### config.mk
export PLATFORM = sky130hd
export DESIGN_NAME = xlab_root_step
export DESIGN_NICKNAME = d
export VERILOG_FILES = /design/src/design/xlab_pkg.sv /design/src/design/xlab_root_step.sv
export SDC_FILE = /design/constraint.sdc
export NUM_CORES = 1
export LEC_CHECK = 0
export BUFFER_PORTS_ARGS = -buffer_cell sky130_fd_sc_hd__buf_4
export CAP_MARGIN = 0
export CORE_MARGIN = 8
export CORE_UTILIZATION = 55
export CTS_CLUSTER_SIZE = 24
export DETAILED_ROUTE_END_ITERATION = 10
export PLACE_DENSITY_LB_ADDON = 0.25
export SKIP_CTS_REPAIR_TIMING = 1
export SYNTH_ARGS = -nofsm -noshare
export SYNTH_HDL_FRONTEND = slang
export SYNTH_SLANG_ARGS = --single-unit
### constraint.sdc
create_clock -name aclk -period 11.6 [get_ports aclk]
set_clock_uncertainty 0.15 [all_clocks]
set_input_delay 1.74 -clock aclk [delete_from_list [all_inputs] [get_ports aclk]]
set_output_delay 1.74 -clock aclk [all_outputs]
set_load 0.005 [all_outputs]
### src/design/xlab_pkg.sv
// Shared constants, channel tables and word types for the XYZ to L*a*b* converter.
package xlab_pkg;

    // Fixed-point formats
    localparam int IN_FRAC_BITS  = 9;
    localparam int OUT_FRAC_BITS = 6;
    localparam int T_BITS        = 30;
    localparam int F_BITS        = 24;
    localparam int ROOT_SHIFT    = 42;
    localparam int RND_SHIFT     = F_BITS - OUT_FRAC_BITS;

    // Port widths
    localparam int RAW_W    = 16;
    localparam int LIGHT_W  = 13;
    localparam int CHROMA_W = 16;

    // Datapath widths
    localparam int Y_W   = 27;             // cube root bits, one per root stage
    localparam int S_W   = 2 * Y_W;        // running square of the root
    localparam int D_W   = S_W + 4;        // trial increment 12*y^2 + 6*y + 1
    localparam int R_W   = S_W + 7;        // partial remainder
    localparam int N_W   = 3 * Y_W;        // radicand bits consumed by the root pipe
    localparam int U_W   = 40;             // quotient raw*K/ref
    localparam int Q_W   = 24;             // integer part of K/ref
    localparam int REF_W = 17;             // white point in thousandths
    localparam int M_W   = 32;             // reciprocal fraction bits
    localparam int PR_W  = RAW_W + REF_W;
    localparam int PM_W  = RAW_W + M_W;
    localparam int F_W   = Y_W;            // f(t) with F_BITS fraction bits
    localparam int L_W   = 36;
    localparam int A_W   = 38;

    // Pipeline depth
    localparam int QUOT_STAGES = 4;
    localparam int ROOT_STAGES = Y_W;
    localparam int LAB_STAGES  = 5;
    localparam int PIPE_DEPTH  = QUOT_STAGES + ROOT_STAGES + LAB_STAGES;

    // Color science constants
    localparam longint unsigned WHITE_X_MILLI = 64'd95047;
    localparam longint unsigned WHITE_Y_MILLI = 64'd100000;
    localparam longint unsigned WHITE_Z_MILLI = 64'd108883;
    localparam longint unsigned THRESH_MICRO  = 64'd8856;
    localparam longint unsigned SLOPE_MILLI   = 64'd7787;
    localparam longint unsigned THRESH_DEN    = 64'd1000000000;
    localparam longint unsigned CUBE_K        = 64'd1000 << (T_BITS - IN_FRAC_BITS);
    localparam longint unsigned LIN_K         = SLOPE_MILLI << (F_BITS - IN_FRAC_BITS);
    localparam longint unsigned C16           = ((64'd16 << F_BITS) + 64'd58) / 64'd116;
    localparam longint unsigned L_SCALE       = 64'd116;
    localparam longint unsigned L_OFFSET_FIX  = 64'd16 << F_BITS;
    localparam longint unsigned A_SCALE       = 64'd500;
    localparam longint unsigned B_SCALE       = 64'd200;
    localparam int              LIGHT_MAX     = 8191;
    localparam int              CHROMA_MAX    = 32767;
    localparam int              CHROMA_MIN    = -32768;

    // Per-channel constants: threshold on the raw code, and quotient,
    // remainder and reciprocal of K/ref for both branches of f(t)
    typedef struct packed {
        logic [RAW_W-1:0] thresh;
        logic [REF_W-1:0] ref_milli;
        logic [Q_W-1:0]   cube_q;
        logic [REF_W-1:0] cube_r;
        logic [M_W-1:0]   cube_m;
        logic [Q_W-1:0]   lin_q;
        logic [REF_W-1:0] lin_r;
        logic [M_W-1:0]   lin_m;
    } chan_const_t;

    localparam chan_const_t X_CONST = '{
        thresh:    RAW_W'(((THRESH_MICRO * WHITE_X_MILLI) << IN_FRAC_BITS) / THRESH_DEN),
        ref_milli: REF_W'(WHITE_X_MILLI),
        cube_q:    Q_W'(CUBE_K / WHITE_X_MILLI),
        cube_r:    REF_W'(CUBE_K % WHITE_X_MILLI),
        cube_m:    M_W'(((CUBE_K % WHITE_X_MILLI) << M_W) / WHITE_X_MILLI),
        lin_q:     Q_W'(LIN_K / WHITE_X_MILLI),
        lin_r:     REF_W'(LIN_K % WHITE_X_MILLI),
        lin_m:     M_W'(((LIN_K % WHITE_X_MILLI) << M_W) / WHITE_X_MILLI)
    };

    localparam chan_const_t Y_CONST = '{
        thresh:    RAW_W'(((THRESH_MICRO * WHITE_Y_MILLI) << IN_FRAC_BITS) / THRESH_DEN),
        ref_milli: REF_W'(WHITE_Y_MILLI),
        cube_q:    Q_W'(CUBE_K / WHITE_Y_MILLI),
        cube_r:    REF_W'(CUBE_K % WHITE_Y_MILLI),
        cube_m:    M_W'(((CUBE_K % WHITE_Y_MILLI) << M_W) / WHITE_Y_MILLI),
        lin_q:     Q_W'(LIN_K / WHITE_Y_MILLI),
        lin_r:     REF_W'(LIN_K % WHITE_Y_MILLI),
        lin_m:     M_W'(((LIN_K % WHITE_Y_MILLI) << M_W) / WHITE_Y_MILLI)
    };

    localparam chan_const_t Z_CONST = '{
        thresh:    RAW_W'(((THRESH_MICRO * WHITE_Z_MILLI) << IN_FRAC_BITS) / THRESH_DEN),
        ref_milli: REF_W'(WHITE_Z_MILLI),
        cube_q:    Q_W'(CUBE_K / WHITE_Z_MILLI),
        cube_r:    REF_W'(CUBE_K % WHITE_Z_MILLI),
        cube_m:    M_W'(((CUBE_K % WHITE_Z_MILLI) << M_W) / WHITE_Z_MILLI),
        lin_q:     Q_W'(LIN_K / WHITE_Z_MILLI),
        lin_r:     REF_W'(LIN_K % WHITE_Z_MILLI),
        lin_m:     M_W'(((LIN_K % WHITE_Z_MILLI) << M_W) / WHITE_Z_MILLI)
    };

    // Quotient word: branch of f(t) and raw*K/ref
    typedef struct packed {
        logic           branch;   // high: cube-root branch
        logic [U_W-1:0] quot;
    } quot_t;

    // One word of the cube-root pipe
    typedef struct packed {
        quot_t          q;
        logic [Y_W-1:0] y;
        logic [S_W-1:0] s;
        logic [D_W-1:0] d;
        logic [R_W-1:0] r;
    } root_t;

    // Inputs to the L*a*b* stage for one channel
    typedef struct packed {
        quot_t          q;
        logic [Y_W-1:0] root;
    } chan_f_t;

    // Result word
    typedef struct packed {
        logic [LIGHT_W-1:0]         lightness;
        logic signed [CHROMA_W-1:0] red_green;
        logic signed [CHROMA_W-1:0] yellow_blue;
    } result_t;

endpackage

### src/design/xlab_root_step.sv
// One digit stage of the restoring cube root: three radicand bits in, one root bit out.
module xlab_root_step
    import xlab_pkg::*;
(
    input  logic       aclk,
    input  logic       en,
    input  logic [2:0] grp,
    input  root_t      stage_in,
    output root_t      stage_out
);

    root_t          stage_reg;
    root_t          stage_next;
    logic [R_W-1:0] r_in;
    logic           take;
    logic [D_W-1:0] s48;
    logic [D_W-1:0] y12;

    // Compare the remainder with (2y+1)^3 - (2y)^3 and prepare both next increments
    always_comb begin
        r_in = {stage_in.r[R_W-4:0], grp};
        take = r_in >= R_W'(stage_in.d);
        s48  = (D_W'(stage_in.s) << 5) + (D_W'(stage_in.s) << 4);
        y12  = (D_W'(stage_in.y) << 3) + (D_W'(stage_in.y) << 2);

        stage_next.q = stage_in.q;
        stage_next.y = {stage_in.y[Y_W-2:0], take};
        if (take) begin
            stage_next.r = r_in - R_W'(stage_in.d);
            stage_next.s = (stage_in.s << 2) + (S_W'(stage_in.y) << 2) + S_W'(1);
            stage_next.d = s48 + y12 + (y12 << 2) + D_W'(19);
        end else begin
            stage_next.r = r_in;
            stage_next.s = stage_in.s << 2;
            stage_next.d = s48 + y12 + D_W'(1);
        end
    end

    // Hold while stalled
    always_ff @(posedge aclk) begin
        if (en) begin
            stage_reg <= stage_next;
        end
    end

    assign stage_out = stage_reg;

endmodule

==> summary.txt <==
==============================================================================
Setup repair after global routing missed its margin .............        false
Final routed wire length divided by cell count ..................      20.5 µm
CTS clk-pin slew, worst paths ...................................        60 ps
Largest fanout on the critical path .............................           12
Die Y-Extent ....................................................       211 µm
Ranking of synthesized cells by area ............................ edfxtp_1 34%, ha_1 15%, xnor2_1 6.1%
Most frequently used cell type in the post-synthesis netlist ....         ha_1
Max Buffers Root-to-Sink ........................................            3
Hold Path Sink .................................................. stage_out[202]$_DFFE_PP_
Slew of the pin with the lowest slew margin .....................      1200 ps
Full die area ...................................................    44600 µm²
WP data arrival .................................................      9820 ps
Post-Synthesis Mean Instance Area ...............................     9.39 µm²
Top cells by instance count after synthesis ..................... 250 x ha_1, 244 x a21oi_1, 237 x edfxtp_1
Synth warn ......................................................            0
# placed instances ..............................................         3162
Detailed-router iteration count before antenna repair ...........            6
Leakage power ...................................................      11.6 nW
Worst relative slew slack .......................................        20.3%
CP max stage delay ..............................................       540 ps
Post-synth EDFFs ................................................          237
Num Clock Sinks .................................................          237
Proportion of synthesized chip area in sequential cells .........        33.9%
Vias in the first global route ..................................        18437
Post-route core utilization .....................................        69.0%
Proportion of netlist area held by the largest area contributor .        33.9%
Count of final max-slew check failures ..........................            0
Die X-Extent ....................................................       211 µm
HPWL reported at the end of detailed placement ..................     53300 µm
Startpoint types ................................................    input pin
CORE AREA .......................................................    37600 µm²
Final count of negative-setup-slack endpoints ...................            0
Share of the clock period used by the worst path ................        83.7%
Final estimated routing congestion in global placement ..........        0.977
Nets in the synthesized netlist .................................         2759
Proportion of layout cells with a drive suffix above 1 ..........        21.0%
MaxCap Viol Count ...............................................            0
Clock root cell .................................................    clkbuf_16
Average via count per standard cell .............................         5.89
Post-synthesis instance area ....................................    21000 µm²
Filler-free cell count of the finished design ...................         3217
Time the worst path needs with I/O delays and setup .............      9700 ps
Async S/R FF share, synth .......................................           0%
Cell area reported after detailed placement .....................    25000 µm²
Grt ovf .........................................................            0
Ports ...........................................................          487
Initial Util ....................................................        55.8%
Met2 WL .........................................................     32000 µm
Wire length of the first global-routing pass ....................    101000 µm
Outcome .........................................................    completed
H-Tree Depth ....................................................            1
Number of port buffers ..........................................          481
Floorplan row count .............................................           71
Total clock buffers created by CTS ..............................           28
Min-delay worst type ............................................    in -> reg
Max frequency ...................................................    0.103 GHz
Flip-flop count of the largest register after layout ............          237
Hold path startpoint ............................................ stage_in[202]
Highest routing layer actually used .............................         met4
Area of all placed cells without fillers ........................    25900 µm²
Total negative slack ............................................         0 ps
Netlist cell types ..............................................           82
Data required time of the worst path ............................     11710 ps
Final hold viol count ...........................................            0
TritonCTS clock tree ............................................          yes
Syn-to-layout area delta ........................................        23.6%
Worst path slowest cell .........................................        or3_1
Type of the worst setup path ....................................    in -> reg
Final wirelength ................................................     66100 µm
Worst Hold Depth ................................................            1
Initial antenna violation count .................................            4
Synth Instances .................................................         2232
Remaining design rule violation count ...........................            0
Cell type with the largest total area after synthesis ...........     edfxtp_1
DRT antenna net count ...........................................            0
Maximum number of pins on one net before global-route repair ....           91
Total met3 wirelength after detailed routing ....................      4540 µm
DR vias .........................................................        18943
Power density over the cells ....................................   199 nW/µm²
Detailed Route Iter0 Violations .................................         1338
Worst vdd ir ....................................................   0.000151 V
Primary flip-flop cell chosen by synthesis mapping ..............     edfxtp_1
Final net count .................................................         3208
Routed metal-1 wirelength .......................................     27500 µm
Kind of end point of the critical path ..........................     register
GRT Util Overall ................................................        28.1%
Number of flip-flops and latches in the synthesized netlist .....          237
==============================================================================
-- through the flow --
stage	power (mW)	hold WS [ps]	worst slack, ps
finish	5.16	1210	1900
floorplan	3.33	1690	2600
CTS	5.14	1180	2050
global placement	4.16	1770	1630
detailed placement	4.24	1770	1500
global route	5.52	1180	1400
-- cells in the final DEF, fill, tap and decap left out, types with 22 or more instances in the layout --
cell type	instances
nor3_1	44
and3_1	25
a31oi_1	22
nand2_1	166
nand4_1	32
xnor2_1	147
nand3_1	50
nor2_1	162
a21oi_1	244
o21bai_1	31
fa_1	31
inv_1	119
o21a_1	22
a21o_1	111
o21ai_0	124
clkbuf_16	29
nor2b_1	25
edfxtp_1	237
xor2_1	74
ha_1	250
buf_4	488
-- critical path: cells and delay by family --
family | cells | cell delay [ps]
XOR/XNOR | 3 | 570
AO/OA/AOI/OAI | 21 | 4410
AND/OR/NAND/NOR | 3 | 770
adder cells (fa/ha/maj) | 6 | 2180
buffers and inverters | 1 | 140
-- area by class of cell --
class	count	area (µm²)
Clock inverter	19	159
Timing Repair Buffer	489	3680
Multi-Input combinational cell	1805	13100
Sequential cell	237	7120
Fill cell	3014	11700
Tap cell	511	639
Clock buffer	33	741
Antenna cell	3	7.51
Inverter	120	453
-- power breakdown --
group / switching [mW] / internal (mW)
clock network: 0.367 / 0.500
logic: 1.66 / 1.35
registers: 0.0537 / 1.23
-- metal layers --
layer  track usage (%)  vias to the layer above
met1              35.4                     9017
met5                 0                        -
met2              48.6                      641
met4              9.05                        0
li1                  -                     9175
met3              4.60                      110
-- worst max path at each step --
stage / start / depth (start not counted) / end / slack (ps)
after floorplan: stage_in[173] / 34 / stage_out[107]$_DFFE_PP_ / 2600
final: stage_in[174] / 34 / stage_out[107]$_DFFE_PP_ / 1900
after global placement: stage_in[174] / 34 / stage_out[107]$_DFFE_PP_ / 1630
after global routing: stage_in[174] / 34 / stage_out[107]$_DFFE_PP_ / 1400
after detailed placement: stage_in[174] / 34 / stage_out[107]$_DFFE_PP_ / 1500
after CTS: stage_in[174] / 34 / stage_out[107]$_DFFE_PP_ / 2050
-- logic make-up (layout without fill, tap and decap cells) --
| logic type | Yosys count | after routing | share of synthesized area (%) |
|---|---|---|---|
| AND/OR/NAND/NOR | 601 | 601 | 14.0 |
| AO/OA/AOI/OAI | 693 | 693 | 21.0 |
| buffers and inverters | 190 | 661 | 3.50 |
| flip-flops | 237 | 237 | 33.9 |
| other | 2 | 5 | 0.0358 |
| XOR/XNOR | 221 | 221 | 9.23 |
| multiplexers | 7 | 7 | 0.364 |
| adder cells (fa/ha/maj) | 281 | 281 | 17.9 |
Power figures use the tool's default switching activity.
