--- config.mk ---
export PLATFORM = sky130hd
export DESIGN_NAME = xlab_quot_unit
export DESIGN_NICKNAME = d
export VERILOG_FILES = /design/src/design/xlab_pkg.sv /design/src/design/xlab_quot_unit.sv
export SDC_FILE = /design/constraint.sdc
export NUM_CORES = 2
export LEC_CHECK = 0
export ABC_AREA = 1
export BUFFER_PORTS_ARGS = -buffer_cell sky130_fd_sc_hd__buf_4
export CAP_MARGIN = 20
export CORE_MARGIN = 2
export CORE_UTILIZATION = 45
export CTS_BUF_LIST = sky130_fd_sc_hd__clkbuf_8
export DETAILED_ROUTE_END_ITERATION = 6
export PLACE_DENSITY_LB_ADDON = 0.25
export SLEW_MARGIN = 20
export SYNTH_ARGS = -nofsm -noshare
export SYNTH_HDL_FRONTEND = slang
export SYNTH_SLANG_ARGS = --single-unit
--- constraint.sdc ---
create_clock -name aclk -period 19.6 [get_ports aclk]
set_input_delay 3.92 -clock aclk [delete_from_list [all_inputs] [get_ports aclk]]
set_output_delay 3.92 -clock aclk [all_outputs]
set_load 0.02 [all_outputs]
--- src/design/xlab_pkg.sv ---
// Shared constants, channel tables and word types for the XYZ to L*a*b* converter.
package xlab_pkg;

    // Fixed-point formats
    localparam int IN_FRAC_BITS  = 9;
    localparam int OUT_FRAC_BITS = 6;
    localparam int T_BITS        = 30;
    localparam int F_BITS        = 24;
    localparam int ROOT_SHIFT    = 42;
    localparam int RND_SHIFT     = F_BITS - OUT_FRAC_BITS;

    // Port widths
    localparam int RAW_W    = 16;
    localparam int LIGHT_W  = 13;
    localparam int CHROMA_W = 16;

    // Datapath widths
    localparam int Y_W   = 27;             // cube root bits, one per root stage
    localparam int S_W   = 2 * Y_W;        // running square of the root
    localparam int D_W   = S_W + 4;        // trial increment 12*y^2 + 6*y + 1
    localparam int R_W   = S_W + 7;        // partial remainder
    localparam int N_W   = 3 * Y_W;        // radicand bits consumed by the root pipe
    localparam int U_W   = 40;             // quotient raw*K/ref
    localparam int Q_W   = 24;             // integer part of K/ref
    localparam int REF_W = 17;             // white point in thousandths
    localparam int M_W   = 32;             // reciprocal fraction bits
    localparam int PR_W  = RAW_W + REF_W;
    localparam int PM_W  = RAW_W + M_W;
    localparam int F_W   = Y_W;            // f(t) with F_BITS fraction bits
    localparam int L_W   = 36;
    localparam int A_W   = 38;

    // Pipeline depth
    localparam int QUOT_STAGES = 4;
    localparam int ROOT_STAGES = Y_W;
    localparam int LAB_STAGES  = 5;
    localparam int PIPE_DEPTH  = QUOT_STAGES + ROOT_STAGES + LAB_STAGES;

    // Color science constants
    localparam longint unsigned WHITE_X_MILLI = 64'd95047;
    localparam longint unsigned WHITE_Y_MILLI = 64'd100000;
    localparam longint unsigned WHITE_Z_MILLI = 64'd108883;
    localparam longint unsigned THRESH_MICRO  = 64'd8856;
    localparam longint unsigned SLOPE_MILLI   = 64'd7787;
    localparam longint unsigned THRESH_DEN    = 64'd1000000000;
    localparam longint unsigned CUBE_K        = 64'd1000 << (T_BITS - IN_FRAC_BITS);
    localparam longint unsigned LIN_K         = SLOPE_MILLI << (F_BITS - IN_FRAC_BITS);
    localparam longint unsigned C16           = ((64'd16 << F_BITS) + 64'd58) / 64'd116;
    localparam longint unsigned L_SCALE       = 64'd116;
    localparam longint unsigned L_OFFSET_FIX  = 64'd16 << F_BITS;
    localparam longint unsigned A_SCALE       = 64'd500;
    localparam longint unsigned B_SCALE       = 64'd200;
    localparam int              LIGHT_MAX     = 8191;
    localparam int              CHROMA_MAX    = 32767;
    localparam int              CHROMA_MIN    = -32768;

    // Per-channel constants: threshold on the raw code, and quotient,
    // remainder and reciprocal of K/ref for both branches of f(t)
    typedef struct packed {
        logic [RAW_W-1:0] thresh;
        logic [REF_W-1:0] ref_milli;
        logic [Q_W-1:0]   cube_q;
        logic [REF_W-1:0] cube_r;
        logic [M_W-1:0]   cube_m;
        logic [Q_W-1:0]   lin_q;
        logic [REF_W-1:0] lin_r;
        logic [M_W-1:0]   lin_m;
    } chan_const_t;

    localparam chan_const_t X_CONST = '{
        thresh:    RAW_W'(((THRESH_MICRO * WHITE_X_MILLI) << IN_FRAC_BITS) / THRESH_DEN),
        ref_milli: REF_W'(WHITE_X_MILLI),
        cube_q:    Q_W'(CUBE_K / WHITE_X_MILLI),
        cube_r:    REF_W'(CUBE_K % WHITE_X_MILLI),
        cube_m:    M_W'(((CUBE_K % WHITE_X_MILLI) << M_W) / WHITE_X_MILLI),
        lin_q:     Q_W'(LIN_K / WHITE_X_MILLI),
        lin_r:     REF_W'(LIN_K % WHITE_X_MILLI),
        lin_m:     M_W'(((LIN_K % WHITE_X_MILLI) << M_W) / WHITE_X_MILLI)
    };

    localparam chan_const_t Y_CONST = '{
        thresh:    RAW_W'(((THRESH_MICRO * WHITE_Y_MILLI) << IN_FRAC_BITS) / THRESH_DEN),
        ref_milli: REF_W'(WHITE_Y_MILLI),
        cube_q:    Q_W'(CUBE_K / WHITE_Y_MILLI),
        cube_r:    REF_W'(CUBE_K % WHITE_Y_MILLI),
        cube_m:    M_W'(((CUBE_K % WHITE_Y_MILLI) << M_W) / WHITE_Y_MILLI),
        lin_q:     Q_W'(LIN_K / WHITE_Y_MILLI),
        lin_r:     REF_W'(LIN_K % WHITE_Y_MILLI),
        lin_m:     M_W'(((LIN_K % WHITE_Y_MILLI) << M_W) / WHITE_Y_MILLI)
    };

    localparam chan_const_t Z_CONST = '{
        thresh:    RAW_W'(((THRESH_MICRO * WHITE_Z_MILLI) << IN_FRAC_BITS) / THRESH_DEN),
        ref_milli: REF_W'(WHITE_Z_MILLI),
        cube_q:    Q_W'(CUBE_K / WHITE_Z_MILLI),
        cube_r:    REF_W'(CUBE_K % WHITE_Z_MILLI),
        cube_m:    M_W'(((CUBE_K % WHITE_Z_MILLI) << M_W) / WHITE_Z_MILLI),
        lin_q:     Q_W'(LIN_K / WHITE_Z_MILLI),
        lin_r:     REF_W'(LIN_K % WHITE_Z_MILLI),
        lin_m:     M_W'(((LIN_K % WHITE_Z_MILLI) << M_W) / WHITE_Z_MILLI)
    };

    // Quotient word: branch of f(t) and raw*K/ref
    typedef struct packed {
        logic           branch;   // high: cube-root branch
        logic [U_W-1:0] quot;
    } quot_t;

    // One word of the cube-root pipe
    typedef struct packed {
        quot_t          q;
        logic [Y_W-1:0] y;
        logic [S_W-1:0] s;
        logic [D_W-1:0] d;
        logic [R_W-1:0] r;
    } root_t;

    // Inputs to the L*a*b* stage for one channel
    typedef struct packed {
        quot_t          q;
        logic [Y_W-1:0] root;
    } chan_f_t;

    // Result word
    typedef struct packed {
        logic [LIGHT_W-1:0]         lightness;
        logic signed [CHROMA_W-1:0] red_green;
        logic signed [CHROMA_W-1:0] yellow_blue;
    } result_t;

endpackage

--- src/design/xlab_quot_unit.sv ---
// Raw tristimulus code to threshold branch and quotient raw*K/ref, four stages.
module xlab_quot_unit
    import xlab_pkg::*;
(
    input  logic             aclk,
    input  logic             en,
    input  logic [RAW_W-1:0] raw,
    input  chan_const_t      cc,
    output quot_t            quot_out
);

    logic [RAW_W-1:0] raw0_reg;
    logic             br0_reg;
    logic [U_W-1:0]   pq1_reg;
    logic [PR_W-1:0]  pr1_reg;
    logic [RAW_W-1:0] q01_reg;
    logic             br1_reg;
    logic [PR_W-1:0]  qr2_reg;
    logic [U_W-1:0]   base2_reg;
    logic [PR_W-1:0]  pr2_reg;
    logic             br2_reg;
    logic [U_W-1:0]   quot3_reg;
    logic             br3_reg;

    logic [Q_W-1:0]   q_sel;
    logic [REF_W-1:0] r_sel;
    logic [M_W-1:0]   m_sel;
    logic [PM_W-1:0]  pm;
    logic [PR_W-1:0]  rem;
    logic             corr;
    logic [U_W-1:0]   quot3_next;

    // Pick the constant set of the branch and estimate the fractional quotient
    always_comb begin
        q_sel = br0_reg ? cc.cube_q : cc.lin_q;
        r_sel = br0_reg ? cc.cube_r : cc.lin_r;
        m_sel = br0_reg ? cc.cube_m : cc.lin_m;
        pm    = PM_W'(raw0_reg) * PM_W'(m_sel);
    end

    // Correct the estimate by one when the remainder reaches the divisor
    always_comb begin
        rem        = pr2_reg - qr2_reg;
        corr       = rem >= PR_W'(cc.ref_milli);
        quot3_next = base2_reg + U_W'(corr);
    end

    // Advance all stages together
    always_ff @(posedge aclk) begin
        if (en) begin
            raw0_reg  <= raw;
            br0_reg   <= raw > cc.thresh;

            pq1_reg   <= U_W'(raw0_reg) * U_W'(q_sel);
            pr1_reg   <= PR_W'(raw0_reg) * PR_W'(r_sel);
            q01_reg   <= pm[PM_W-1:M_W];
            br1_reg   <= br0_reg;

            qr2_reg   <= PR_W'(q01_reg) * PR_W'(cc.ref_milli);
            base2_reg <= pq1_reg + U_W'(q01_reg);
            pr2_reg   <= pr1_reg;
            br2_reg   <= br1_reg;

            quot3_reg <= quot3_next;
            br3_reg   <= br2_reg;
        end
    end

    assign quot_out.branch = br3_reg;
    assign quot_out.quot   = quot3_reg;

endmodule

==> impl_metrics.py <==
metrics = {
    "status": {
        "status": "complete, but fails checks",
        "violations": "DRC",
    },
    "timing": {
        "fin_setup_tns_ns": 0,
        "finalCritPeriodShare_pct": 50.7,
        "fmax_ghz": 0.101,
        "rsz0062_at_grt": "no",
        "drv_slew": 0,
        "finalHoldViolCount": 0,
        "fin_skew_ns": 0.0734,
        "period_minus_slack_ns": 9.93,
        "setup_viol": 0,
        "relSlewSlack_pct": 26.5,
        "tightest_slew_ns": 1.10,
    },
    "route": {
        "dr.pass1.iters": 7,
        "wl_um": 181000,
        "first_iter_violations": 3711,
        "wl_per_cell_um": 19.1,
        "vias_per_cell": 5.18,
        "vias": 49000,
        "drcViolationCount": 1,
        "final_antenna_net_count": 0,
    },
    "critical_path": {
        "crit_chain": "buf_4 -> or2_2 -> nand2_1 -> clkinv_1 -> nand2_1 -> fa_1 -> inv_1 -> fa_1 -> fa_1 -> fa_1 -> fa_1 -> inv_1 -> fa_1 -> inv_1 -> ha_1 -> nand2_1 -> nor2_1 -> inv_1 -> nor3_1 -> nand4_1 -> nand3_1 -> a21oi_1 -> nand2_1 -> nand2_1",
        "critPathKind": "in -> reg",
        "cp-end-kind": "flop",
        "cpPeakStageDelay_ns": 0.58,
        "cp_max_fo": 10,
        "crit_buf_inv": 6,
        "cp-start-kind": "input pin",
        "critPathLaunch": "cc[103]",
        "critPathRequiredTime_ns": 20.06,
        "cpMostUsedCell": "fa_1",
        "arrival_ns": 10.40,
        "path_delay_family": "adder cells",
        "crit_slowest_cell": "clkinv_1",
        "reg2reg_from": "br0_reg",
    },
    "finish": {
        "final_nets": 9509,
        "n_fill_cell": 13200,
        "drive_gt1_share_pct": 7.01,
        "syn_to_final_growth_pct": 7.37,
        "multiInputGateArea_um2": 45300,
        "regArea_um2": 7660,
    },
    "grt": {
        "grt.met2_usage_pct": 42.7,
        "met3_usage_pct": 4.88,
        "grt_max_degree": 98,
        "grt_antenna_before_repair": 5,
        "grt_usage_pct": 26.8,
        "grt_pass1_wl_um": 287000,
        "grt_pass1_vias": 51200,
        "met1_usage_pct": 37.4,
        "grt.overflow.total": 0,
        "grt-busiest-layer": "met2",
    },
    "place": {
        "place.gp.congestion": 0.936,
        "io_buffers": 237,
        "dp_hpwl_um": 147000,
    },
    "cts": {
        "postCtsSetupRepairBufs": 0,
        "holdBufCountCts": 0,
        "clockBufferDepth": 3,
        "ctsRootBufferMaster": "clkbuf_8",
        "cts_max_level": 2,
        "clock-sinks": 255,
        "clk_latency_ns": 0.71,
        "cts_resized": 0,
        "clk_pin_slew_worst_paths_ns": 0.06,
        "numCtsBuffers": 45,
        "cts_tree": "yes",
    },
    "yosys": {
        "synth_nets": 9406,
        "syn_area_um2": 61000,
        "yosysSeqAreaShare_pct": 12.6,
        "ys.flop_type": "edfxtp_1",
        "synth_cell_type_count": 53,
        "synth.avg_cell_area_um2": 8.08,
        "synth_seq_cells": 255,
        "synth_edf_count": 255,
        "yosys_warnings": 0,
        "synthCells": 7546,
        "async_flop_share_pct": 0,
    },
    "floorplan": {
        "initial_core_util_pct": 45.2,
        "ios": 238,
        "fp.dieH_um": 372,
        "die_width_um": 372,
        "rows": 135,
        "core-area_um2": 135000,
        "design.die.area_um2": 138000,
    },
    "job": {
        "drv_cap": 0,
    },
    "hold_path": {
        "hold_start": "pr1_reg[2]",
        "hold_class": "reg -> reg",
    },
}
==> cell families after synthesis <==
logic type               after synthesis  share of synthesized area, %
flip-flops                           255                          12.6
buffers and inverters               2126                          13.1
adder cells (fa/ha/maj)             1663                          48.2
XOR/XNOR                             195                          2.81
AO/OA/AOI/OAI                        467                          4.33
AND/OR/NAND/NOR                     2840                          19.0
==> worst reg2reg max path: stages, from the launching register on <==
cell	delay, ns
edfxtp_1	0.49
buf_4	0.31
clkinv_2	0.72
or2_2	0.64
nand2_1	0.44
clkinv_1	0.59
nand2_1	0.25
fa_1	0.41
inv_1	0.08
fa_1	0.43
fa_1	0.50
fa_1	0.47
fa_1	0.52
inv_1	0.06
fa_1	0.51
inv_1	0.06
ha_1	0.38
nand2_1	0.15
nor2_1	0.23
inv_1	0.08
nor3_1	0.30
nand4_1	0.15
nand3_1	0.25
a21oi_1	0.10
nand2_1	0.07
nand2_1	0.06
==> worst paths after layout <==
| kind | slack [ns] | depth (start not counted) | endpoint |
|---|---|---|---|
| setup reg to reg | 11.10 | 25 | q01_reg[12] |
| hold / removal | 0.42 | 0 | pr2_reg[2] |
| hold reg to reg | 0.42 | 0 | pr2_reg[2] |
| setup / recovery | 9.67 | 24 | q01_reg[12] |
==> layer usage <==
metal / routed length [µm] / vias to the layer above
li1: - / 22500
met1: 78800 / 24300
met2: 81100 / 1983
met3: 15300 / 303
met4: 5570 / 2
met5: 7 / -
==> through the flow <==
| stage | util, % | instance area [µm²] | setup slack (ns) | hold WS [ns] | cells |
|---|---|---|---|---|---|
| global route | 48.5 | 65500 | 9.43 | 0.427 | 9468 |
| global placement | 47.8 | 64500 | 9.00 | 0.404 | 9383 |
| detailed placement | 47.8 | 64500 | 8.98 | 0.405 | 9383 |
| floorplan | - | 61000 | 10.29 | 0.400 | 7546 |
| finish | 48.5 | 65500 | 9.67 | 0.418 | 9469 |
| CTS | 48.5 | 65500 | 9.79 | 0.419 | 9465 |
==> placed cells by master, fill, tap and decap left out, types with 25 or more instances in the layout <==
cell / count
a21oi_1: 217
clkbuf_8: 46
buf_4: 299
a21o_1: 25
nand2_1: 1681
xnor2_1: 59
nor3_1: 54
fa_1: 1141
edfxtp_1: 255
nand3_1: 116
xor2_1: 135
nand4_1: 43
nor2_1: 752
clkinv_1: 37
or2_2: 128
inv_1: 1858
ha_1: 522
o21ai_0: 115
==> cells in the mapped netlist, types with 4 or more instances <==
cell type	number	area share, %
o221ai_1	6	0.086
a31oi_1	16	0.16
and2_1	6	0.062
xor2_1	135	1.9
or2_2	128	1.3
o31ai_1	6	0.074
xnor2_1	59	0.85
o21ai_2	6	0.086
clkinv_1	30	0.18
a21oi_1	217	1.8
o21bai_1	20	0.25
nor3_1	54	0.44
nor2_1	752	4.6
o21a_1	9	0.11
a21boi_0	10	0.12
nor2_4	8	0.15
fa_1	1141	37
inv_1	1849	11
a21o_1	25	0.31
o21ai_1	10	0.082
a221oi_1	4	0.057
ha_1	522	11
a211oi_1	6	0.074
nand2_2	8	0.082
nand2_1	1681	10
o211ai_1	5	0.062
nand3_1	116	0.95
nand3b_1	7	0.086
o21ai_0	122	1.0
nor4_1	16	0.16
edfxtp_1	255	13
nand4_1	43	0.44
nor2_2	5	0.051
clkbuf_1	240	1.5
==> cell type report <==
class	instances	share of cell area, %
repair buffers	300	3.45
diodes	4	0.0153
flip-flops and latches	255	11.7
clock buffers	46	0.967
multi-input cells	5165	69.2
inverters	1882	10.8
well taps	1781	3.40
clock inverters	36	0.439
Power is left out: the tool's default activity adds up to more than one toggle a clock period on the data nets, which glitch-free logic cannot reach.
