$ cat src/design/xlab_pkg.sv
// Shared constants, channel tables and word types for the XYZ to L*a*b* converter.
package xlab_pkg;

    // Fixed-point formats
    localparam int IN_FRAC_BITS  = 9;
    localparam int OUT_FRAC_BITS = 6;
    localparam int T_BITS        = 30;
    localparam int F_BITS        = 24;
    localparam int ROOT_SHIFT    = 42;
    localparam int RND_SHIFT     = F_BITS - OUT_FRAC_BITS;

    // Port widths
    localparam int RAW_W    = 16;
    localparam int LIGHT_W  = 13;
    localparam int CHROMA_W = 16;

    // Datapath widths
    localparam int Y_W   = 27;             // cube root bits, one per root stage
    localparam int S_W   = 2 * Y_W;        // running square of the root
    localparam int D_W   = S_W + 4;        // trial increment 12*y^2 + 6*y + 1
    localparam int R_W   = S_W + 7;        // partial remainder
    localparam int N_W   = 3 * Y_W;        // radicand bits consumed by the root pipe
    localparam int U_W   = 40;             // quotient raw*K/ref
    localparam int Q_W   = 24;             // integer part of K/ref
    localparam int REF_W = 17;             // white point in thousandths
    localparam int M_W   = 32;             // reciprocal fraction bits
    localparam int PR_W  = RAW_W + REF_W;
    localparam int PM_W  = RAW_W + M_W;
    localparam int F_W   = Y_W;            // f(t) with F_BITS fraction bits
    localparam int L_W   = 36;
    localparam int A_W   = 38;

    // Pipeline depth
    localparam int QUOT_STAGES = 4;
    localparam int ROOT_STAGES = Y_W;
    localparam int LAB_STAGES  = 5;
    localparam int PIPE_DEPTH  = QUOT_STAGES + ROOT_STAGES + LAB_STAGES;

    // Color science constants
    localparam longint unsigned WHITE_X_MILLI = 64'd95047;
    localparam longint unsigned WHITE_Y_MILLI = 64'd100000;
    localparam longint unsigned WHITE_Z_MILLI = 64'd108883;
    localparam longint unsigned THRESH_MICRO  = 64'd8856;
    localparam longint unsigned SLOPE_MILLI   = 64'd7787;
    localparam longint unsigned THRESH_DEN    = 64'd1000000000;
    localparam longint unsigned CUBE_K        = 64'd1000 << (T_BITS - IN_FRAC_BITS);
    localparam longint unsigned LIN_K         = SLOPE_MILLI << (F_BITS - IN_FRAC_BITS);
    localparam longint unsigned C16           = ((64'd16 << F_BITS) + 64'd58) / 64'd116;
    localparam longint unsigned L_SCALE       = 64'd116;
    localparam longint unsigned L_OFFSET_FIX  = 64'd16 << F_BITS;
    localparam longint unsigned A_SCALE       = 64'd500;
    localparam longint unsigned B_SCALE       = 64'd200;
    localparam int              LIGHT_MAX     = 8191;
    localparam int              CHROMA_MAX    = 32767;
    localparam int              CHROMA_MIN    = -32768;

    // Per-channel constants: threshold on the raw code, and quotient,
    // remainder and reciprocal of K/ref for both branches of f(t)
    typedef struct packed {
        logic [RAW_W-1:0] thresh;
        logic [REF_W-1:0] ref_milli;
        logic [Q_W-1:0]   cube_q;
        logic [REF_W-1:0] cube_r;
        logic [M_W-1:0]   cube_m;
        logic [Q_W-1:0]   lin_q;
        logic [REF_W-1:0] lin_r;
        logic [M_W-1:0]   lin_m;
    } chan_const_t;

    localparam chan_const_t X_CONST = '{
        thresh:    RAW_W'(((THRESH_MICRO * WHITE_X_MILLI) << IN_FRAC_BITS) / THRESH_DEN),
        ref_milli: REF_W'(WHITE_X_MILLI),
        cube_q:    Q_W'(CUBE_K / WHITE_X_MILLI),
        cube_r:    REF_W'(CUBE_K % WHITE_X_MILLI),
        cube_m:    M_W'(((CUBE_K % WHITE_X_MILLI) << M_W) / WHITE_X_MILLI),
        lin_q:     Q_W'(LIN_K / WHITE_X_MILLI),
        lin_r:     REF_W'(LIN_K % WHITE_X_MILLI),
        lin_m:     M_W'(((LIN_K % WHITE_X_MILLI) << M_W) / WHITE_X_MILLI)
    };

    localparam chan_const_t Y_CONST = '{
        thresh:    RAW_W'(((THRESH_MICRO * WHITE_Y_MILLI) << IN_FRAC_BITS) / THRESH_DEN),
        ref_milli: REF_W'(WHITE_Y_MILLI),
        cube_q:    Q_W'(CUBE_K / WHITE_Y_MILLI),
        cube_r:    REF_W'(CUBE_K % WHITE_Y_MILLI),
        cube_m:    M_W'(((CUBE_K % WHITE_Y_MILLI) << M_W) / WHITE_Y_MILLI),
        lin_q:     Q_W'(LIN_K / WHITE_Y_MILLI),
        lin_r:     REF_W'(LIN_K % WHITE_Y_MILLI),
        lin_m:     M_W'(((LIN_K % WHITE_Y_MILLI) << M_W) / WHITE_Y_MILLI)
    };

    localparam chan_const_t Z_CONST = '{
        thresh:    RAW_W'(((THRESH_MICRO * WHITE_Z_MILLI) << IN_FRAC_BITS) / THRESH_DEN),
        ref_milli: REF_W'(WHITE_Z_MILLI),
        cube_q:    Q_W'(CUBE_K / WHITE_Z_MILLI),
        cube_r:    REF_W'(CUBE_K % WHITE_Z_MILLI),
        cube_m:    M_W'(((CUBE_K % WHITE_Z_MILLI) << M_W) / WHITE_Z_MILLI),
        lin_q:     Q_W'(LIN_K / WHITE_Z_MILLI),
        lin_r:     REF_W'(LIN_K % WHITE_Z_MILLI),
        lin_m:     M_W'(((LIN_K % WHITE_Z_MILLI) << M_W) / WHITE_Z_MILLI)
    };

    // Quotient word: branch of f(t) and raw*K/ref
    typedef struct packed {
        logic           branch;   // high: cube-root branch
        logic [U_W-1:0] quot;
    } quot_t;

    // One word of the cube-root pipe
    typedef struct packed {
        quot_t          q;
        logic [Y_W-1:0] y;
        logic [S_W-1:0] s;
        logic [D_W-1:0] d;
        logic [R_W-1:0] r;
    } root_t;

    // Inputs to the L*a*b* stage for one channel
    typedef struct packed {
        quot_t          q;
        logic [Y_W-1:0] root;
    } chan_f_t;

    // Result word
    typedef struct packed {
        logic [LIGHT_W-1:0]         lightness;
        logic signed [CHROMA_W-1:0] red_green;
        logic signed [CHROMA_W-1:0] yellow_blue;
    } result_t;

endpackage

$ cat src/design/xlab_lab_unit.sv
// f(t) select, L*/a*/b* scaling, rounding and clamping, five stages.
module xlab_lab_unit
    import xlab_pkg::*;
(
    input  logic    aclk,
    input  logic    en,
    input  chan_f_t fx_in,
    input  chan_f_t fy_in,
    input  chan_f_t fz_in,
    output result_t result
);

    localparam logic signed [A_W-1:0] A_SCALE_S = A_W'(A_SCALE);
    localparam logic signed [A_W-1:0] B_SCALE_S = A_W'(B_SCALE);
    localparam logic signed [L_W-1:0] L_HALF    = L_W'(1) << (RND_SHIFT - 1);
    localparam logic signed [A_W-1:0] A_HALF    = A_W'(1) << (RND_SHIFT - 1);
    localparam logic signed [L_W-1:0] L_MAX_S   = L_W'(LIGHT_MAX);
    localparam logic signed [A_W-1:0] CH_MAX_S  = A_W'(CHROMA_MAX);
    localparam logic signed [A_W-1:0] CH_MIN_S  = A_W'(CHROMA_MIN);

    function automatic logic [F_W-1:0] sel_f(input chan_f_t c);
        sel_f = c.q.branch ? c.root : F_W'(c.q.quot) + F_W'(C16);
    endfunction

    logic [F_W-1:0]          fx0_reg, fy0_reg, fz0_reg;
    logic signed [L_W-1:0]   l1_reg, l2_reg, l3_reg;
    logic signed [F_W:0]     dxy1_reg, dyz1_reg;
    logic signed [A_W-1:0]   a2_reg, b2_reg, a3_reg, b3_reg;
    result_t                 result_reg;

    logic signed [L_W-1:0]   l1_next;
    logic signed [F_W:0]     dxy_next, dyz_next;
    logic signed [A_W-1:0]   dxy_ext, dyz_ext;
    logic signed [A_W-1:0]   a2_next, b2_next;
    logic signed [L_W-1:0]   l_bias;
    logic signed [A_W-1:0]   a_bias, b_bias;
    logic signed [L_W-1:0]   l3_next;
    logic signed [A_W-1:0]   a3_next, b3_next;
    result_t                 result_next;

    // Form L before rounding and the f differences
    always_comb begin
        l1_next  = L_W'(fy0_reg) * L_W'(L_SCALE) - L_W'(L_OFFSET_FIX);
        dxy_next = {1'b0, fx0_reg} - {1'b0, fy0_reg};
        dyz_next = {1'b0, fy0_reg} - {1'b0, fz0_reg};
    end

    // Scale the differences
    always_comb begin
        dxy_ext = {{(A_W-F_W-1){dxy1_reg[F_W]}}, dxy1_reg};
        dyz_ext = {{(A_W-F_W-1){dyz1_reg[F_W]}}, dyz1_reg};
        a2_next = dxy_ext * A_SCALE_S;
        b2_next = dyz_ext * B_SCALE_S;
    end

    // Round to nearest, halves away from zero
    always_comb begin
        l_bias  = l2_reg[L_W-1] ? L_HALF - L_W'(1) : L_HALF;
        a_bias  = a2_reg[A_W-1] ? A_HALF - A_W'(1) : A_HALF;
        b_bias  = b2_reg[A_W-1] ? A_HALF - A_W'(1) : A_HALF;
        l3_next = (l2_reg + l_bias) >>> RND_SHIFT;
        a3_next = (a2_reg + a_bias) >>> RND_SHIFT;
        b3_next = (b2_reg + b_bias) >>> RND_SHIFT;
    end

    // Clamp to the output ranges
    always_comb begin
        if (l3_reg < 0) begin
            result_next.lightness = '0;
        end else if (l3_reg > L_MAX_S) begin
            result_next.lightness = LIGHT_W'(LIGHT_MAX);
        end else begin
            result_next.lightness = l3_reg[LIGHT_W-1:0];
        end

        if (a3_reg < CH_MIN_S) begin
            result_next.red_green = CHROMA_W'(CHROMA_MIN);
        end else if (a3_reg > CH_MAX_S) begin
            result_next.red_green = CHROMA_W'(CHROMA_MAX);
        end else begin
            result_next.red_green = a3_reg[CHROMA_W-1:0];
        end

        if (b3_reg < CH_MIN_S) begin
            result_next.yellow_blue = CHROMA_W'(CHROMA_MIN);
        end else if (b3_reg > CH_MAX_S) begin
            result_next.yellow_blue = CHROMA_W'(CHROMA_MAX);
        end else begin
            result_next.yellow_blue = b3_reg[CHROMA_W-1:0];
        end
    end

    // Advance all stages together
    always_ff @(posedge aclk) begin
        if (en) begin
            fx0_reg    <= sel_f(fx_in);
            fy0_reg    <= sel_f(fy_in);
            fz0_reg    <= sel_f(fz_in);

            l1_reg     <= l1_next;
            dxy1_reg   <= dxy_next;
            dyz1_reg   <= dyz_next;

            l2_reg     <= l1_reg;
            a2_reg     <= a2_next;
            b2_reg     <= b2_next;

            l3_reg     <= l3_next;
            a3_reg     <= a3_next;
            b3_reg     <= b3_next;

            result_reg <= result_next;
        end
    end

    assign result = result_reg;

endmodule

$ cat config.mk
export PLATFORM = sky130hd
export DESIGN_NAME = xlab_lab_unit
export DESIGN_NICKNAME = d
export VERILOG_FILES = /design/src/design/xlab_pkg.sv /design/src/design/xlab_lab_unit.sv
export SDC_FILE = /design/constraint.sdc
export NUM_CORES = 1
export LEC_CHECK = 0
export BUFFER_PORTS_ARGS = -buffer_cell sky130_fd_sc_hd__buf_2
export CAP_MARGIN = 20
export CORE_MARGIN = 2
export CORE_UTILIZATION = 46
export CTS_CLUSTER_SIZE = 8
export DETAILED_ROUTE_END_ITERATION = 8
export GPL_ROUTABILITY_DRIVEN = 0
export MAX_ROUTING_LAYER = met4
export PLACE_DENSITY = 0.66
export SYNTH_ARGS = -nofsm -noshare
export SYNTH_HDL_FRONTEND = slang
export SYNTH_SLANG_ARGS = --single-unit
export TNS_END_PERCENT = 50
$ cat constraint.sdc
create_clock -name aclk -period 10.59 [get_ports aclk]
set_input_delay 1.5885 -clock aclk [delete_from_list [all_inputs] [get_ports aclk]]
set_output_delay 1.5885 -clock aclk [all_outputs]
set_load 0.05 [all_outputs]
==> reports/results.ini, run 1 <==
[setup_path]
critPathMaxFanout = 6
path_cells = inv_1, fa_1, inv_1, ha_1, fa_1, ha_1, nor2b_1, o31ai_2, a211oi_2, o31ai_2, o221ai_2, a211o_1, a31oi_2, xnor2_1, ha_1, nand3_1, nor3_1
path_class = register to register
cp.arrival_ns = 6.03
cp.required_ns = 10.96
slowest_stage = edfxtp_1
critPathCaptureType = register
cp_common_cell = ha_1
slowest_delay_ns = 0.71
start_kind = register

[floorplanning]
coreArea_um2 = 64460
die_h_um = 259.4
ios = 251
die_w_um = 259.4
initial_core_util_pct = 46.54
num_rows = 93
dieArea_um2 = 67290

[detailed_routing]
route.detailed.drc = 0
drtIter0Drc = 1036
via_per_inst = 5.003
drtPass1Iterations = 5
wl_per_cell_um = 14.85
ant_nets = 0
wl_mm = 58.54
vias = 19730

[timing]
rsz0062_at_grt = false
setup_viol = 0
finalSetupTns_ns = 0
fin_skew_ns = 0.03208
tightest_slew_ns = 1.210
period_minus_slack_ns = 5.661
hold_violations = 0
report.final.slew_viol_count = 0
max_freq_ghz = 0.1766
slew_headroom_pct = 19.33
finalCritPeriodShare_pct = 53.46

[finish]
design_area_um2 = 33450
nets = 3822
drive_gt1_share_pct = 10.46
utilization_pct = 51.89
syn2layout_area_growth_pct = 11.48
antenna_cells = 0
final_cell_count_no_fill = 3943
fill_cells = 5602
largest_reg_flops = 45

[yosys]
yosysSeqAreaShare_pct = 37.63
synth_cell_types = 83
syn-cell-area_um2 = 30000
synth_common_cells = inv_1, edfxtp_1, ha_1, fa_1, nand2_1
syn_inst = 2846
synth_top_area_share_pct = 37.63
yosysMostFrequentCell = inv_1
ys_ff_latch = 376
yosys.area.top_type = edfxtp_1
syn-mean-instance-area_um2 = 10.54
synth_edf_count = 376
synth_ff_type = edfxtp_1
syn_nets = 3585
synth.top_cells.by_area = edfxtp_1, ha_1, fa_1, inv_1, xnor2_1
async_flop_share_pct = 0
yosysWarningCount = 0

[clocking]
clk_pin_slew_ns = 0.05
root_buffer = clkbuf_16
cts_setup_buffers = 0
h-tree-depth = 2
hold_buffers = 0
cts_tree = done
insertion_delay_ns = 0.60
cts_buffers = 53
cts_resized = 0
clock_path_buffers = 3
cts_sinks = 376

[placement]
hpwl_mm = 47.26
io_buffers = 211
place_inst = 3883
dpl_cell_area_um2 = 32060

[global_route]
grt_pass1_wl_mm = 96.37
grt_pass1_vias = 20040
gr-total-overflow = 0
grt_start_max_net_pins = 190
grt_antenna_before_repair = 1
grt.total_usage_pct = 18.08

[run]
drv_cap = 0

[outcome]
outcome = finished, final reports clean

[worst_hold_path]
hold_class = register to register

layout make-up:
type / count / area, um^2 / area share [%]
repair buffers: 215 / 1109 / 3.314
flip-flops and latches: 376 / 11290 / 33.75
clock inverters: 5 / 57.56 / 0.1721
inverters: 607 / 2278 / 6.812
clock buffers: 55 / 1334 / 3.987
well taps: 855 / 1070 / 3.198
multi-input cells: 1830 / 16310 / 48.76
logic make-up after synthesis:
group                    count (synthesis)  synth area share, %
buffers and inverters                  640                8.007
adder cells (fa/ha/maj)                533                26.83
AO/OA/AOI/OAI                          520                11.48
AND/OR/NAND/NOR                        507                8.082
flip-flops                             376                37.63
XOR/XNOR                               261                7.644
multiplexers                             9               0.3295
through the flow:
stage          hold slack [ns]  setup WS [ns]
2_1_floorplan           0.4003          5.580
3_3_place_gp            0.4022          5.015
3_5_place_dp            0.4045          4.946
4_1_cts                 0.3887          4.911
5_1_grt                 0.4173          4.649
6_report                0.3958          4.929
cell usage in the layout (no fill, tap or decap), drive strengths merged, types with 11 or more instances in the layout:
cell,count
inv,607
edfxtp,376
ha,349
buf,215
fa,184
nand2,172
xnor2,168
o21ai,149
a21oi,130
nor2,125
xor2,93
a21o,86
clkbuf,55
nand3,43
nand2b,30
and3,24
o21a,23
nor2b,21
nand4,19
o21bai,17
nor3,14
a21boi,13
a31oi,12
o31ai,11
critical path, delay by kind of cell (launching register included):
kind	cells	cell delay [ns]
xor+xnor	1	0.18
simple gates	3	0.57
buf+inv	2	0.47
fa+ha+maj	5	2.01
compound gates	6	1.49
flops	1	0.71
routing by layer:
metal | GRT usage [%] | share of wire (%) | up-vias
met2 | 29.90 | 48 | 390
met3 | 2.099 | 3.7 | 101
met1 | 23.25 | 46 | 9225
li1 | - | - | 10010
met4 | 5.779 | 2.9 | 0
met5 | - | 0 | -
path summary, 6_finish.rpt:
kind                                  from         end  slack [ns]  cells past startpoint
worst max-delay path            fy0_reg[1]  l1_reg[34]        4.93                     17
worst min-delay path             l1_reg[9]   l2_reg[9]        0.40                      0
worst max register to register  fy0_reg[1]  l1_reg[34]        4.93                     17
worst min register to register   l1_reg[9]   l2_reg[9]        0.40                      0
Power of run 1 is not shown: default switching activity piles up to over one toggle a cycle in this logic, so the estimate is an artifact.
==> run 2: changes to the inputs <==
PLACE_DENSITY = 0.68   (was 0.66)
clock period = 5 ns   (was 10.59 ns; I/O delays follow)
==> run 2 against run 1 <==
Sequential share of layout area fell by 1.6 points. Wire length grew 2.1%. Register-to-register slack lost 4.9 ns. Critical path type unchanged. Die area unchanged. Design area increased by 4.9%. First-iteration DRC count rose by 8.9%. Clock skew fell by 0.0050 ns. Utilization is 2.5 points higher.
==> reports/results.ini, run 2 (same netlist as run 1, synthesis figures left out) <==
[timing]
setup_viol = 0  ; unchanged
max_freq_ghz = 0.2006  ; +14%
fin_skew_ns = 0.02707  ; -0.005003 ns
hold_violations = 0  ; unchanged
slew_headroom_pct = 32.51  ; +13 points
finalCritPeriodShare_pct = 99.70  ; +46 points
rsz0062_at_grt = true
tightest_slew_ns = 1.009  ; -0.2015 ns
report.final.slew_viol_count = 0  ; unchanged
period_minus_slack_ns = 4.985  ; -0.6763 ns

[outcome]
outcome = finished, final reports clean

[detailed_routing]
wl_mm = 59.75  ; +2.1%
drtIter0Drc = 1128  ; +8.9%
via_per_inst = 4.923  ; -1.6%
ant_nets = 0  ; unchanged
route.detailed.drc = 0  ; unchanged
drtPass1Iterations = 5  ; unchanged
wl_per_cell_um = 14.59  ; -1.7%
vias = 20150  ; +2.2%

[finish]
final_common_cell = inv_1
syn2layout_area_growth_pct = 16.95
mostFrequentLayoutCells = inv_1, edfxtp_1, ha_1, buf_2, fa_1
largest_reg_flops = 45  ; unchanged
nets = 3965  ; +3.7%
utilization_pct = 54.43  ; +2.5 points
drive_gt1_share_pct = 16.84  ; +6.4 points
fill_cells = 5611  ; +0.16%

[global_route]
met2_usage_pct = 28.88  ; -1.0 points
use_met3_pct = 2.636  ; +0.54 points
grt_start_max_net_pins = 141  ; -26%
grt_busiest_layer = met2
grt.total_usage_pct = 18.21  ; +0.13 points
grt_antenna_before_repair = 4  ; +3
met1_usage_pct = 24.03  ; +0.78 points
grt_pass1_vias = 19620  ; -2.1%
grt_pass1_wl_mm = 95.77  ; -0.62%
gr-total-overflow = 0  ; unchanged

[setup_path]
start_kind = register
critPathMaxFanout = 3  ; -3
path_class = register to register
critPathCaptureType = register
r2r_slack_ns = 0.02  ; -4.91 ns
cp.arrival_ns = 5.33  ; -0.70 ns
cp.required_ns = 5.35  ; -5.61 ns

[clocking]
clock_path_buffers = 3  ; unchanged
root_buffer = clkbuf_16
insertion_delay_ns = 0.60  ; about the same
clk_pin_slew_ns = 0.05  ; about the same
cts_buffers = 54  ; +1.9%
cts_tree = done
cts_sinks = 376  ; unchanged
h-tree-depth = 2  ; unchanged
hold_buffers = 0  ; unchanged

[floorplanning]
coreArea_um2 = 64460  ; unchanged
die_h_um = 259.4  ; unchanged
num_rows = 93  ; unchanged
die_w_um = 259.4  ; unchanged
dieArea_um2 = 67290  ; unchanged
ios = 251  ; unchanged
initial_core_util_pct = 46.54  ; unchanged

[placement]
hpwl_mm = 47.36  ; +0.21%
io_buffers = 211  ; unchanged

[run]
drv_cap = 0  ; unchanged

[worst_hold_path]
hold_class = register to register

-- run 2: final timing paths --
kind	from	cells after the start	endpoint
setup / recovery	dxy1_reg[7]	21	a2_reg[37]
hold / removal	l1_reg[6]	0	l2_reg[6]
setup reg to reg	dxy1_reg[7]	21	a2_reg[37]
hold reg to reg	l1_reg[6]	0	l2_reg[6]
-- run 2: metal layers --
layer / vias to the layer above / part of all wire (%)
met4: 0 / 3.1
met5: - / 0
met3: 97 / 5.3
met2: 379 / 46
li1: 10330 / -
met1: 9344 / 45
-- run 2: cell type report --
class	count	area, um^2	share of cell area [%]
Antenna cell	2	5.005	0.01426
Clock buffer	62	1403	3.997
Clock inverter	5	88.84	0.2532
Inverter	607	2281	6.500
Multi-Input combinational cell	1830	16720	47.66
Sequential cell	376	11290	32.18
Tap cell	855	1070	3.049
Timing Repair Buffer	357	2228	6.351
-- run 2: what timing repair did --
action / CTS / global route
pin swaps: 8 / 92
gates resized for setup: 14 / 88
setup buffers: 2 / 23
hold endpoints to repair: 0 / 0
setup endpoints to repair: 7 / 14
-- run 2: per-stage QoR --
step	TNS [ns]	std cells	hold slack, ns	worst slack, ns	instance area [um^2]
after detailed placement	-0.6026	4001	0.4045	-0.1453	32960
after CTS	-0.02396	4070	0.3791	-0.02002	34510
final	0	4094	0.4151	0.01514	35090
after global routing	-0.8835	4092	0.4121	-0.1654	35080
after floorplan	0	2846	0.4003	0.009198	30000
after global placement	-0.5070	4001	0.4008	-0.1288	32960
-- run 2: critical path: stages (launching register included) --
cell,delay (ns)
edfxtp_1,0.41
inv_2,0.12
buf_6,0.10
fa_1,0.43
fa_1,0.57
inv_2,0.04
fa_1,0.47
inv_1,0.05
fa_1,0.49
inv_2,0.04
ha_4,0.16
buf_6,0.11
a21o_1,0.15
a21oi_2,0.20
a21oi_4,0.08
a21oi_4,0.15
a211oi_2,0.11
a221o_1,0.37
a21boi_2,0.21
o21ai_2,0.09
o311ai_2,0.28
xor2_1,0.10
Power of run 2 is left out for the same reason.
